**src/rtl/olad_pkg.sv**
```systemverilog
`default_nettype none
// ----------------------------------------------------------------------------
// olad_pkg
// shared types and constants for the ordered list block: command and status
// codes, and the command and status bundles between controller and datapath
// ----------------------------------------------------------------------------
package olad_pkg;

    // most results a single display transaction may produce
    localparam int RESULT_LIMIT = 16;

    typedef enum logic [1:0] {
        CMD_APPEND  = 2'd0,
        CMD_DELETE  = 2'd1,
        CMD_DISPLAY = 2'd2
    } t_command;

    typedef enum logic [2:0] {
        ST_APPENDED  = 3'd0,
        ST_DELETED   = 3'd1,
        ST_NOT_FOUND = 3'd2,
        ST_EMPTY     = 3'd3,
        ST_FULL      = 3'd4,
        ST_LISTED    = 3'd5
    } t_status;

    // controller to datapath
    typedef struct packed {
        logic    latch;       // capture command and value
        logic    idx_clr;     // walk index back to head
        logic    idx_inc;     // walk index one step on
        logic    mem_rd;      // registered read of storage
        logic    rd_next;     // read at index + 1 instead of index
        logic    mem_wr;      // write storage
        logic    wr_shift;    // write read data at index, else value at tail
        logic    cnt_inc;
        logic    cnt_dec;
        logic    out_load;    // load the result register
        t_status out_status;
        logic    out_rdata;   // entry value taken from read data
        logic    out_last;
    } t_dp_cmd;

    // datapath to controller
    typedef struct packed {
        logic [1:0] cmd;      // latched command code
        logic       cnt_zero;
        logic       cnt_full;
        logic       match;    // read data equals latched value
        logic       at_end;   // index is the final held entry
        logic       list_last;// index is the final entry to list
        logic       out_free; // result register can take a new result
    } t_dp_sts;

endpackage
`default_nettype wire

```
**src/rtl/olad_dp.sv**
```systemverilog
`default_nettype none
// ----------------------------------------------------------------------------
// olad_dp
// datapath: entry storage, entry count, walk index, latched command and the
// result register
// ----------------------------------------------------------------------------
module olad_dp
    import olad_pkg::*;
#(
    parameter int CAPACITY = 16
) (
    input  wire               i_clk,
    input  wire               i_rst_n,
    input  wire  [1:0]        i_command,
    input  wire  [31:0]       i_value,
    input  wire               i_out_ready,
    input  wire  t_dp_cmd     i_cmd,
    output t_dp_sts           o_sts,
    output logic              o_out_valid,
    output logic [2:0]        o_status,
    output logic signed [31:0] o_entry_value,
    output logic              o_last
);

    localparam int IW = (CAPACITY > 1) ? $clog2(CAPACITY) : 1;
    localparam int CW = $clog2(CAPACITY + 1);

    logic [31:0]   mem [CAPACITY];
    logic [31:0]   r_rdata;
    logic [1:0]    r_cmd;
    logic [31:0]   r_val;
    logic [CW-1:0] r_count, n_count;
    logic [IW-1:0] r_idx, n_idx;
    logic          r_out_valid, n_out_valid;
    t_status       r_status;
    logic [31:0]   r_entry;
    logic          r_last;

    logic [IW-1:0] rd_addr, wr_addr;
    logic [31:0]   wr_data;

    assign rd_addr = i_cmd.rd_next ? r_idx + 1'b1 : r_idx;
    assign wr_addr = i_cmd.wr_shift ? r_idx : r_count[IW-1:0];
    assign wr_data = i_cmd.wr_shift ? r_rdata : r_val;

    // storage
    always_ff @(posedge i_clk) begin
        if (i_cmd.mem_wr) begin
            mem[wr_addr] <= wr_data;
        end
        if (i_cmd.mem_rd) begin
            r_rdata <= mem[rd_addr];
        end
    end

    always_ff @(posedge i_clk) begin
        if (i_cmd.latch) begin
            r_cmd <= i_command;
            r_val <= i_value;
        end
    end

    always_comb begin
        n_count = r_count;
        if (i_cmd.cnt_inc) begin
            n_count = r_count + 1'b1;
        end else if (i_cmd.cnt_dec) begin
            n_count = r_count - 1'b1;
        end
        n_idx = r_idx;
        if (i_cmd.idx_clr) begin
            n_idx = '0;
        end else if (i_cmd.idx_inc) begin
            n_idx = r_idx + 1'b1;
        end
        n_out_valid = r_out_valid;
        if (i_cmd.out_load) begin
            n_out_valid = 1'b1;
        end else if (i_out_ready) begin
            n_out_valid = 1'b0;
        end
    end

    always_ff @(posedge i_clk) begin
        if (!i_rst_n) begin
            r_count     <= '0;
            r_idx       <= '0;
            r_out_valid <= 1'b0;
        end else begin
            r_count     <= n_count;
            r_idx       <= n_idx;
            r_out_valid <= n_out_valid;
        end
    end

    // result register payload
    always_ff @(posedge i_clk) begin
        if (i_cmd.out_load) begin
            r_status <= i_cmd.out_status;
            r_entry  <= i_cmd.out_rdata ? r_rdata : r_val;
            r_last   <= i_cmd.out_last;
        end
    end

    always_comb begin
        o_sts.cmd       = r_cmd;
        o_sts.cnt_zero  = (r_count == '0);
        o_sts.cnt_full  = (int'(r_count) >= CAPACITY);
        o_sts.match     = (r_rdata == r_val);
        o_sts.at_end    = (int'(r_idx) + 1 >= int'(r_count));
        o_sts.list_last = (int'(r_idx) + 1 == int'(r_count)) ||
                          (int'(r_idx) + 1 == RESULT_LIMIT);
        o_sts.out_free  = !r_out_valid || i_out_ready;
    end

    assign o_out_valid   = r_out_valid;
    assign o_status      = r_status;
    assign o_entry_value = r_entry;
    assign o_last        = r_last;

endmodule
`default_nettype wire

```
**src/rtl/olad_ctrl.sv**
```systemverilog
`default_nettype none
// ----------------------------------------------------------------------------
// olad_ctrl
// controller: one-hot sequencer for append, search, compaction and display
// ----------------------------------------------------------------------------
module olad_ctrl
    import olad_pkg::*;
(
    input  wire           i_clk,
    input  wire           i_rst_n,
    input  wire           i_in_valid,
    output logic          o_in_ready,
    input  wire  t_dp_sts i_sts,
    output t_dp_cmd       o_cmd
);

    typedef enum logic [9:0] {
        S_IDLE     = 10'b00_0000_0001,
        S_DECODE   = 10'b00_0000_0010,
        S_SRCH_RD  = 10'b00_0000_0100,
        S_SRCH_CMP = 10'b00_0000_1000,
        S_SHF_CHK  = 10'b00_0001_0000,
        S_SHF_RD   = 10'b00_0010_0000,
        S_SHF_WR   = 10'b00_0100_0000,
        S_DSP_RD   = 10'b00_1000_0000,
        S_DSP_OUT  = 10'b01_0000_0000,
        S_EMIT     = 10'b10_0000_0000
    } t_state;

    t_state  r_state, n_state;
    t_status r_pend, n_pend;

    always_comb begin
        n_state    = r_state;
        n_pend     = r_pend;
        o_cmd      = '0;
        o_in_ready = 1'b0;
        case (r_state)
            S_IDLE: begin
                o_in_ready = 1'b1;
                if (i_in_valid) begin
                    o_cmd.latch = 1'b1;
                    n_state     = S_DECODE;
                end
            end
            S_DECODE: begin
                o_cmd.idx_clr = 1'b1;
                case (i_sts.cmd)
                    CMD_APPEND: begin
                        if (i_sts.cnt_full) begin
                            n_pend = ST_FULL;
                        end else begin
                            o_cmd.mem_wr  = 1'b1;
                            o_cmd.cnt_inc = 1'b1;
                            n_pend        = ST_APPENDED;
                        end
                        n_state = S_EMIT;
                    end
                    CMD_DELETE: begin
                        if (i_sts.cnt_zero) begin
                            n_pend  = ST_EMPTY;
                            n_state = S_EMIT;
                        end else begin
                            n_state = S_SRCH_RD;
                        end
                    end
                    CMD_DISPLAY: begin
                        if (i_sts.cnt_zero) begin
                            n_pend  = ST_EMPTY;
                            n_state = S_EMIT;
                        end else begin
                            n_state = S_DSP_RD;
                        end
                    end
                    default: begin
                        n_state = S_IDLE;
                    end
                endcase
            end
            S_SRCH_RD: begin
                o_cmd.mem_rd = 1'b1;
                n_state      = S_SRCH_CMP;
            end
            S_SRCH_CMP: begin
                if (i_sts.match) begin
                    n_state = S_SHF_CHK;
                end else if (i_sts.at_end) begin
                    n_pend  = ST_NOT_FOUND;
                    n_state = S_EMIT;
                end else begin
                    o_cmd.idx_inc = 1'b1;
                    n_state       = S_SRCH_RD;
                end
            end
            S_SHF_CHK: begin
                if (i_sts.at_end) begin
                    o_cmd.cnt_dec = 1'b1;
                    n_pend        = ST_DELETED;
                    n_state       = S_EMIT;
                end else begin
                    n_state = S_SHF_RD;
                end
            end
            S_SHF_RD: begin
                o_cmd.mem_rd  = 1'b1;
                o_cmd.rd_next = 1'b1;
                n_state       = S_SHF_WR;
            end
            S_SHF_WR: begin
                o_cmd.mem_wr   = 1'b1;
                o_cmd.wr_shift = 1'b1;
                o_cmd.idx_inc  = 1'b1;
                n_state        = S_SHF_CHK;
            end
            S_DSP_RD: begin
                o_cmd.mem_rd = 1'b1;
                n_state      = S_DSP_OUT;
            end
            S_DSP_OUT: begin
                if (i_sts.out_free) begin
                    o_cmd.out_load   = 1'b1;
                    o_cmd.out_status = ST_LISTED;
                    o_cmd.out_rdata  = 1'b1;
                    o_cmd.out_last   = i_sts.list_last;
                    if (i_sts.list_last) begin
                        n_state = S_IDLE;
                    end else begin
                        o_cmd.idx_inc = 1'b1;
                        n_state       = S_DSP_RD;
                    end
                end
            end
            S_EMIT: begin
                if (i_sts.out_free) begin
                    o_cmd.out_load   = 1'b1;
                    o_cmd.out_status = r_pend;
                    o_cmd.out_last   = 1'b1;
                    n_state          = S_IDLE;
                end
            end
            default: begin
                n_state = S_IDLE;
            end
        endcase
    end

    always_ff @(posedge i_clk) begin
        if (!i_rst_n) begin
            r_state <= S_IDLE;
            r_pend  <= ST_APPENDED;
        end else begin
            r_state <= n_state;
            r_pend  <= n_pend;
        end
    end

endmodule
`default_nettype wire

```
**src/rtl/ordered_list_append_delete.sv**
```systemverilog
`default_nettype none
// ----------------------------------------------------------------------------
// ordered_list_append_delete
// ordered list of signed 32-bit values with append, delete-first-match and
// display commands, one command per input transaction
// ----------------------------------------------------------------------------
// Holds up to CAPACITY values in a storage array with separate read and write
// addresses, head at index 0. One command is worked at a time; the input is taken
// again as soon as the sequencer is back in idle, even while the last result still
// waits in the output register. Append writes the value at the tail; an unknown
// command gives no result. Delete reads and compares the entries from the head up
// to the first match, then moves each entry behind the match one place down, a read
// and then a write per entry. Display reads and lists the entries from the head, at
// most 16 entries. A result waits until the output register is free. The storage
// array gives at most one read per cycle, registered before it can be compared,
// listed or moved. Storage needs no clearing after reset: only entries below the
// count are ever read.
// ----------------------------------------------------------------------------
module ordered_list_append_delete
    import olad_pkg::*;
#(
    parameter int CAPACITY = 16
) (
    input  wire                i_clk,
    input  wire                i_rst_n,
    // command transaction
    input  wire                i_in_valid,
    output logic               o_in_ready,
    input  wire  [1:0]         i_command,
    input  wire  signed [31:0] i_value,
    // result transaction
    output logic               o_out_valid,
    input  wire                i_out_ready,
    output logic [2:0]         o_status,
    output logic signed [31:0] o_entry_value,
    output logic               o_last
);

    // command and status bundles between sequencer and datapath
    t_dp_cmd dp_cmd;
    t_dp_sts dp_sts;

    // sequencer: decodes the latched command and steps through search,
    // compaction and listing one storage access at a time
    olad_ctrl u_ctrl (
        .i_clk      (i_clk),
        .i_rst_n    (i_rst_n),
        .i_in_valid (i_in_valid),
        .o_in_ready (o_in_ready),
        .i_sts      (dp_sts),
        .o_cmd      (dp_cmd)
    );

    // datapath: storage, count, walk index and the result register that
    // separates the output from the sequencer
    olad_dp #(
        .CAPACITY (CAPACITY)
    ) u_dp (
        .i_clk         (i_clk),
        .i_rst_n       (i_rst_n),
        .i_command     (i_command),
        .i_value       (i_value),
        .i_out_ready   (i_out_ready),
        .i_cmd         (dp_cmd),
        .o_sts         (dp_sts),
        .o_out_valid   (o_out_valid),
        .o_status      (o_status),
        .o_entry_value (o_entry_value),
        .o_last        (o_last)
    );

endmodule
`default_nettype wire

```
**config.mk**
```make
export PLATFORM = sky130hd
export DESIGN_NAME = ordered_list_append_delete
export DESIGN_NICKNAME = d
export VERILOG_FILES = /design/src/rtl/olad_pkg.sv /design/src/rtl/olad_dp.sv /design/src/rtl/olad_ctrl.sv /design/src/rtl/ordered_list_append_delete.sv
export SDC_FILE = /design/constraint.sdc
export NUM_CORES = 1
export LEC_CHECK = 0
export BUFFER_PORTS_ARGS = -buffer_cell sky130_fd_sc_hd__buf_4
export CAP_MARGIN = 20
export CORE_UTILIZATION = 65
export DETAILED_ROUTE_END_ITERATION = 8
export GPL_TIMING_DRIVEN = 1
export HOLD_SLACK_MARGIN = 0.03
export PLACE_DENSITY = 0.8
export SETUP_SLACK_MARGIN = 0.02
export SLEW_MARGIN = 20
export SYNTH_ARGS = -nofsm -noshare
export SYNTH_HDL_FRONTEND = slang
export SYNTH_SLANG_ARGS = --single-unit
```
**constraint.sdc**
```tcl
create_clock -name i_clk -period 9.24 [get_ports i_clk]
set_input_delay 0.924 -clock i_clk [delete_from_list [all_inputs] [get_ports i_clk]]
set_output_delay 0.924 -clock i_clk [all_outputs]
set_load 0.03 [all_outputs]
```
==> qor.txt <==
sequential fraction of the synthesis area: 66.7%
global-route wire length before repair: 114 mm
fin crit share: 48.3%
power share of the clock group: 43.2%
Crit Path Category: reg2reg
gr ovfl total: 0
Cells after Synth: 2023
Die ar.: 44400 um2
CTS tree: yes
CP Capture Type: register
nets@finish: 2119
Critical path origin: u_dp.r_idx[1]
CTS-repair resized insts: 0
total number of vias: 19200
share of cells above drive strength 1: 17.7%
initial core utilization: 65.9%
io pins: 76
Placed Instances: 2583
CTS Buffer Depth: 3
number of synthesized flops with an enable pin: 614
Clock Tree Root: clkbuf_16
Comb pwr share: 2.7%
Slew Viols, Final: 0
first drt pass iteration count: 8
worst r2r src: u_dp.r_idx[1]
post-CTS setup buffers: 0
total track usage: 34.8%
Int Pwr: 4.75 mW
crit start category: register
initial antenna violation count: 2
IR Drop Worst-Case VDD: 0.000165 V
Worst Skew: 22.7 ps
synthesized area: 28300 um2
PnR worst setup slack: 4780 ps
syn avg cell area: 14.0 um2
Max Freq: 224 MHz
Max-Cap Viols: 0
largest net degree at the start of global routing: 77
via count of the first global-routing pass: 18700
DR WL/cell: 28.5 um
syn_nets: 2076
post-DP HPWL: 43.7 mm
critical path peak fanout: 46
Final ANT Viol Nets: 0
dpl ws: 4910 ps
Worst R2R End: u_dp.mem[1][0]
Yosys cell types: 63
Port-buffer cells: 75
Finished Layout Cells: 2700
row cnt: 76
Finish-stage setup viols: 0
Synth Register Bits: 637
FF-to-FF path depth: 6
switch share: 20.3%
commonest non-fill, non-tap cells in the layout: edfxtp_1 (614), mux2i_1 (132), nor2_1 (130), mux2_2 (127), nand2_1 (121)
Clock Latency Late Sink: 600 ps
leading cell type in the layout, fill and taps excluded: edfxtp_1
status: finished, final reports clean
worst path required time: 9530 ps
worst endpoint data arrival time: 4750 ps
ys async rst share: 0%
Setup TNS: 0 ps
Die Y-Extent: 211 um
ys flop type: edfxtp_1
core box area: 43000 um2
clk slew on worst S/H paths: 60 ps
H-tree level count: 3
crit path time final: 4460 ps
first-iteration detailed-routing DRC count: 2889
unrepaired setup endpoints after global routing: no
DRC Markers: 0
Die Width: 211 um
Static Leak: 9.77 nW
R2R Setup Slk: 4780 ps
P per Cell Area: 188 nW/um2
Slew @ Worst Pin: 1110 ps
Hold Buf Count CTS: 0
Syn-to-layout area delta: 11.7%
Yosys warning count: 0
Sequential Power Share: 54.1%
via-per-instance ratio: 7.11
net switching power figure: 1.21 mW
Final Hold Fails: 0
Sink Count: 637
Slew HR: 26.0%
total CTS buffers: 66
HP Class: reg2reg
Final Wtd Congestion: 0.884
Post-Route WL: 77.0 mm
Worst Setup EP: u_dp.mem[1][0]
metal layers:
layer / wire (um) / GRT usage (%)
met5: 0 / 0
met4: 3030 / 16.4
met3: 9490 / 8.33
met2: 36200 / 55.3
met1: 28300 / 45.7
logic make-up after synthesis:
kind of cell / count (synthesis) / share of synthesized area (%)
xor gates and xnor gates: 37 / 1.14
muxes: 259 / 9.72
buffers and inverters: 159 / 2.29
adders and majority gates: 15 / 0.689
DFF: 637 / 66.7
AOI/OAI and AO/OA: 448 / 11.6
and+or+nand+nor: 468 / 7.85
worst min path at each step:
stage	cells after the start	startpoint	endpoint	slack, ps
6_report	2	u_ctrl.r_pend[2]	u_ctrl.r_pend[2]	460
4_1_cts	2	u_ctrl.r_pend[2]	u_ctrl.r_pend[2]	460
2_1_floorplan	2	u_ctrl.r_pend[2]	u_ctrl.r_pend[2]	440
3_5_place_dp	2	u_ctrl.r_pend[2]	u_ctrl.r_pend[2]	450
5_1_grt	2	u_ctrl.r_pend[2]	u_ctrl.r_pend[2]	480
3_3_place_gp	2	u_ctrl.r_pend[2]	u_ctrl.r_pend[2]	450
power by group through the flow:
stage / clock [mW] / combinational, mW / sequential, mW
after global routing: 2.69 / 0.170 / 3.22
after global placement: 0 / 0.150 / 3.28
after floorplan: 0 / 0.0884 / 3.27
final: 2.58 / 0.161 / 3.22
after CTS: 2.59 / 0.157 / 3.22
after detailed placement: 0 / 0.156 / 3.28
registers in the layout, summed over array words and instances, names as in the netlist, 2 cells and up:
register,cells
u_ctrl.r_pend,3
u_ctrl.r_state,10
u_dp.r_idx,4
u_dp.o_entry_value,32
u_dp.o_status,3
u_dp.r_val,32
u_dp.r_rdata,32
u_dp.r_cmd,2
u_dp.mem,512
u_dp.r_count,5
cell type report:
cell class / count / area, um2
Fill cell: 2613 / 11400
Clock buffer: 90 / 1810
Inverter: 17 / 63.8
Tap cell: 585 / 732
Clock inverter: 26 / 255
Multi-Input combinational cell: 1227 / 8960
Timing Repair Buffer: 117 / 898
Sequential cell: 637 / 18900
Antenna cell: 1 / 2.50
synth_stat cells (4+ instances only):
cell type	number	share of area, %
nor4_1	15	0.33
buf_2	14	0.25
buf_1	20	0.27
dfxtp_1	23	1.6
xor2_1	33	1.0
nand4_1	18	0.40
xnor2_1	4	0.12
a21o_1	5	0.13
buf_6	4	0.16
o22ai_1	100	2.2
nand2_1	124	1.6
o211ai_1	11	0.29
a31oi_1	8	0.18
nor3_1	65	1.1
o21ai_0	42	0.74
ha_1	14	0.62
o22a_1	60	1.9
clkbuf_1	103	1.4
o221ai_2	8	0.42
inv_1	15	0.20
and3_1	6	0.13
mux2i_1	132	4.7
o221ai_1	109	3.4
or3_1	33	0.73
edfxtp_1	614	65
o32a_1	6	0.21
nor2b_1	5	0.11
nor2_1	147	1.9
nand3_1	15	0.27
a21oi_1	63	1.1
nor3b_1	9	0.24
nand2b_1	7	0.15
mux2_2	127	5.1
a211oi_1	20	0.53
worst max-delay path, stage by stage, from the launching register on:
cell and delay, ps:
dfxtp_4 970, buf_4 790, nand2b_1 780, nor2_1 100
a31oi_1 750, nor2_4 300, buf_4 380
stage by stage:
stage	hold WS (ps)	util, %	power (mW)	instance area [um2]
floorplan	438	-	3.36	28300
global placement	455	68.7	3.43	29500
detailed placement	452	68.8	3.44	29600
CTS	464	73.6	5.96	31600
global route	479	73.6	6.08	31600
finish	463	73.6	5.96	31600
No activity file was read; power rests on OpenSTA's default activity.
